## src/rtl/assert_macros.svh

```systemverilog
// Assertion macros shared by the cache RTL
`ifndef ASSERT_MACROS_SVH
`define ASSERT_MACROS_SVH

// Property checked on every rising clock edge outside reset
`define SALC_ASSERT(label, prop, msg) \
   label: assert property (@(posedge clock) disable iff (reset) (prop)) else $error(msg);

// Condition that must never be true
`define SALC_NEVER(label, expr, msg) \
   `SALC_ASSERT(label, !(expr), msg)

`endif

```

## src/rtl/salc_ram.sv

```systemverilog
// Generic single-port-write, single-port-read RAM with registered read
module salc_ram #(
   parameter int unsigned WIDTH = 8,
   parameter int unsigned DEPTH = 64
) (
   input  logic                     clock,
   input  logic                     wr_en,
   input  logic [$clog2(DEPTH)-1:0] wr_addr,
   input  logic [WIDTH-1:0]         wr_data,
   input  logic [$clog2(DEPTH)-1:0] rd_addr,
   output logic [WIDTH-1:0]         rd_data
);

   logic [WIDTH-1:0] mem [DEPTH];
   logic [WIDTH-1:0] rd_data_ff;

   always_ff @(posedge clock) begin
      if (wr_en) begin
         mem[wr_addr] <= wr_data;
      end
      rd_data_ff <= mem[rd_addr];
   end

   assign rd_data = rd_data_ff;

endmodule

```

## config.mk

```make
export PLATFORM = sky130hd
export DESIGN_NAME = salc_ram
export DESIGN_NICKNAME = d
export VERILOG_FILES = /design/src/rtl/assert_macros.svh /design/src/rtl/salc_ram.sv
export SDC_FILE = /design/constraint.sdc
export NUM_CORES = 1
export LEC_CHECK = 0
export ABC_AREA = 1
export BUFFER_PORTS_ARGS = -buffer_cell sky130_fd_sc_hd__buf_2
export CORE_UTILIZATION = 40
export CTS_CLUSTER_DIAMETER = 60
export CTS_CLUSTER_SIZE = 40
export DETAILED_ROUTE_END_ITERATION = 10
export GPL_ROUTABILITY_DRIVEN = 0
export PLACE_DENSITY = 0.56
export SYNTH_ARGS = -nofsm -noshare
export SYNTH_HDL_FRONTEND = slang
export SYNTH_SLANG_ARGS = --single-unit
```

## constraint.sdc

```tcl
create_clock -name clock -period 3.6 [get_ports clock]
set_clock_uncertainty 0.05 [all_clocks]
set_input_delay 0.18 -clock clock [delete_from_list [all_inputs] [get_ports clock]]
set_output_delay 0.18 -clock clock [all_outputs]
set_load 0.02 [all_outputs]
```

After elaboration in Yosys (flattened, before gate mapping)
Memories as Yosys holds them, arrays and structs flattened. A register that Yosys moved wholly into a read port is not among the register bits.
Cells that the tools add are included.
{"block": "classes", "mux": 2}
{"cell": "$mux 1", "count": 2}
{"block": "word_totals", "output_inout_bits": 8, "inputBits": 22, "elab_cells": 3, "ff_bits": 0, "ram_bits": 512, "memories": 1}
{"memory": "mem", "depth": 64, "word_bits": 8, "read_ports": 1, "rd_clocked_by_memory_dff": 1, "wr": 1, "line_no": "salc_ram.sv:14", "rtl": "logic [WIDTH-1:0] mem [DEPTH];"}

Logic depth before layout (Yosys ltp)
{"block": "logic_depth", "ltp_word": 2, "mapped_depth": 12, "mapped_depth_nobuf": 9}

Worst setup path before layout
OpenSTA, ideal clock, no wires.
{"block": "synth_path", "kind": "input -> register", "startpoint": "in wr_en", "endpoint": "mem mem[48][0], enable pin", "setup_ns": 0.395, "path_stages": 3, "path_buffers": 1, "required_time_ns": 3.155, "setup_slack_ns": 1.604, "t_arrival_ns": 1.551, "cell_sequence": "clkbuf_1 -> nand4_1 -> nor4_1"}
{"block": "synth_between", "elab_chain_len": 2}
{"item": "start: declaration", "line_no": "salc_ram.sv:7", "rtl": "input logic wr_en,"}
{"item": "$mux 1", "line_no": "salc_ram.sv:18", "rtl": "if (wr_en) begin"}
{"item": "$mux 1 (implied by the code)", "line_no": "salc_ram.sv:19", "rtl": "mem[wr_addr] <= wr_data;"}
{"item": "end: declaration", "line_no": "salc_ram.sv:14"}
Every way passes these cells.

==> impl_results.md <==
- Area grow syn2layout: 9.95%
- Vias: 13500
- Library cells used by synthesis: 16
- Crit path launch type: primary input
- Number of global-route vias before repair: 12800
- Count leader, synth: nand2_1
- WL per Instance: 20.9 µm
- Mapped cell area: 21300 µm²
- First-pass GRT wire length: 80400 µm
- Cells after Synth: 1805
- Setup TNS Final: 0 ns
- Total setup buffers inserted after CTS: 0
- Initial Util: 40.5%
- DRC Markers: 0
- Placed Area: 22100 µm²
- Dpl hpwl: 31300 µm
- Slew margin rel.: 21.8%
- RSZ-0062 raised after global routing: no
- Synth Warn #: 0
- Data arrival, critical path: 2.47 ns
- Post-synth EDFFs: 512
- Fin. Hold Viols: 0
- Num Clock Sinks: 520
- Synth Flop Type: edfxtp_1
- PortBufs: 29
- CP endpoint kind: flop
- Die height: 233 µm
- Worst skew pair latency: 0.59 ns
- Drt initial violations: 1354
- Cell area after layout: 23500 µm²
- Crit Path Max Fanout: 120
- Slew @ Worst Pin: 1.17 ns
- GR Overflow Total: 0
- Core ar.: 52700 µm²
- CTS H-tree depth: 2
- Max-slew violations: 0
- Worst-path clk slew: 0.09 ns
- Layout cells sized above 1: 8.98%
- GRT Total Usage: 20.0%
- Post-Route WL: 53200 µm
- Die X: 233 µm
- Cell area power density: 513 nW/µm²
- Largest cells by area after synthesis: edfxtp_1 72%, nand2_1 11%, nand3_1 10%
- Sequential fraction of the synthesis area: 72.8%
- Leakage: 8.40 nW
- FF+latch count, synth: 520
- Async S/R FF share, synth: 0%
- CTS Hold Bufs: 1
- Yosys top cell by area: edfxtp_1
- Status: finished clean
- Avg Cell Area, Syn: 11.8 µm²
- Worst endpoint required time: 4.08 ns
- TritonCTS clock tree: done
- Synth top cells by count: 648 x nand2_1, 512 x edfxtp_1, 439 x nand3_1
- Diode count: 0
- Row cnt: 84
- Fin crit period: 1.99 ns
- Area of the die: 54300 µm²
- Yosys top cell area share: 72.0%
- Initial DRT Pass Iterations: 5
- Final setup fails: 0
- Setup CP Type: in2reg
- CTS Buffer Depth: 3
- Total power: 0.0120 W
- Via density: 5.28
- Final nets: 1853
- Fin crit share: 55.2%
- Largest net degree at the start of global routing: 133
- # IOs: 30
- Post-CTS Resized: 0
- CTS buffer count: 38
- Root buffer cell: clkbuf_16
- Max-Cap Viols: 0
- Final ANT Viol Nets: 0
- Min-Delay Path Class: in2reg
- Highest Clock Rate: 504 MHz
- Syn_nets: 1827
- Initial antenna violation count: 0
- Worst VDD drop: 0.303 mV
-- worst paths after layout --
kind,startpoint,endpoint,slack (ns),depth (start not counted)
worst max register to register,mem[24][3]$_DFFE_PP_,rd_data[3]$_DFF_P_,1.99,8
worst min register to register,mem[40][6]$_DFFE_PP_,rd_data[6]$_DFF_P_,0.78,8
worst min-delay path,wr_data[4],mem[18][4]$_DFFE_PP_,0.06,1
worst max-delay path,rd_addr[0],rd_data[3]$_DFF_P_,1.61,11
-- per-stage QoR --
stage	instances	setup slack [ns]	utilization (%)	hold slack [ns]
after floorplan	1805	1.60	-	0.229
after global placement	2478	1.09	42.0	0.482
after detailed placement	2478	1.10	42.0	0.475
after CTS	2548	1.72	44.6	0.0420
after global routing	2548	1.51	44.6	0.0739
final	2548	1.61	44.6	0.0565
-- cell type report --
type / count / area, µm²
Timing Repair Buffer: 99 / 747
Clock inverter: 28 / 335
Multi-Input combinational cell: 1160 / 4950
Fill cell: 4869 / 29200
Tap cell: 688 / 861
Sequential cell: 520 / 15500
Clock buffer: 41 / 983
Inverter: 12 / 55.1
-- per-layer routing --
layer	wire, µm	part of all wire, %	global-route usage [%]	vias to the layer above
met5	0	0	0	-
met4	1140	2.1	5.80	0
li1	-	-	-	6408
met1	23600	44	27.6	6588
met2	25200	47	32.3	396
met3	3250	6.1	3.48	58
-- flip-flops by register name (all words and copies together) (netlist names) --
name,flops
rd_data,8
mem,512
-- critical path: stages --
cell      delay [ns]
clkbuf_8        0.25
inv_8           0.57
buf_4           0.34
nand2_1         0.07
nand3_1         0.07
nand3_1         0.07
nand2_1         0.10
nand2_1         0.05
nand3_1         0.23
nand3_1         0.23
nand2_1         0.13
-- report_power, final --
group          switching, W  internal [W]  total [W]
clock               0.00238       0.00216    0.00454
combinational      0.000591      0.000192   0.000783
sequential        0.0000221       0.00669    0.00671
total               0.00299       0.00905     0.0120
-- kinds of logic after synthesis --
logic type,share of synthesized area (%)
DFF,72.8
and+or+nand+nor,23.2
buffers and inverters,4.02
-- cells in the final DEF, fill, tap and decap left out --
cell type      instances
clkinv_1               1
buf_2                 27
clkinv_4               1
inv_2                  1
inv_1                  9
buf_4                 65
nor2_1                56
edfxtp_1             512
inv_6                  9
inv_4                  1
inv_12                 4
nor4_1                 8
nand3_1              439
clkbuf_8               1
clkbuf_1               2
clkinv_2               1
dfxtp_1                8
clkbuf_16             39
nand4_1                9
inv_8                  6
dlygate4sd3_1          1
inv_16                 1
clkinv_8               6
buf_12                 5
nand2_1              648
Power figures use the tool's default switching activity.
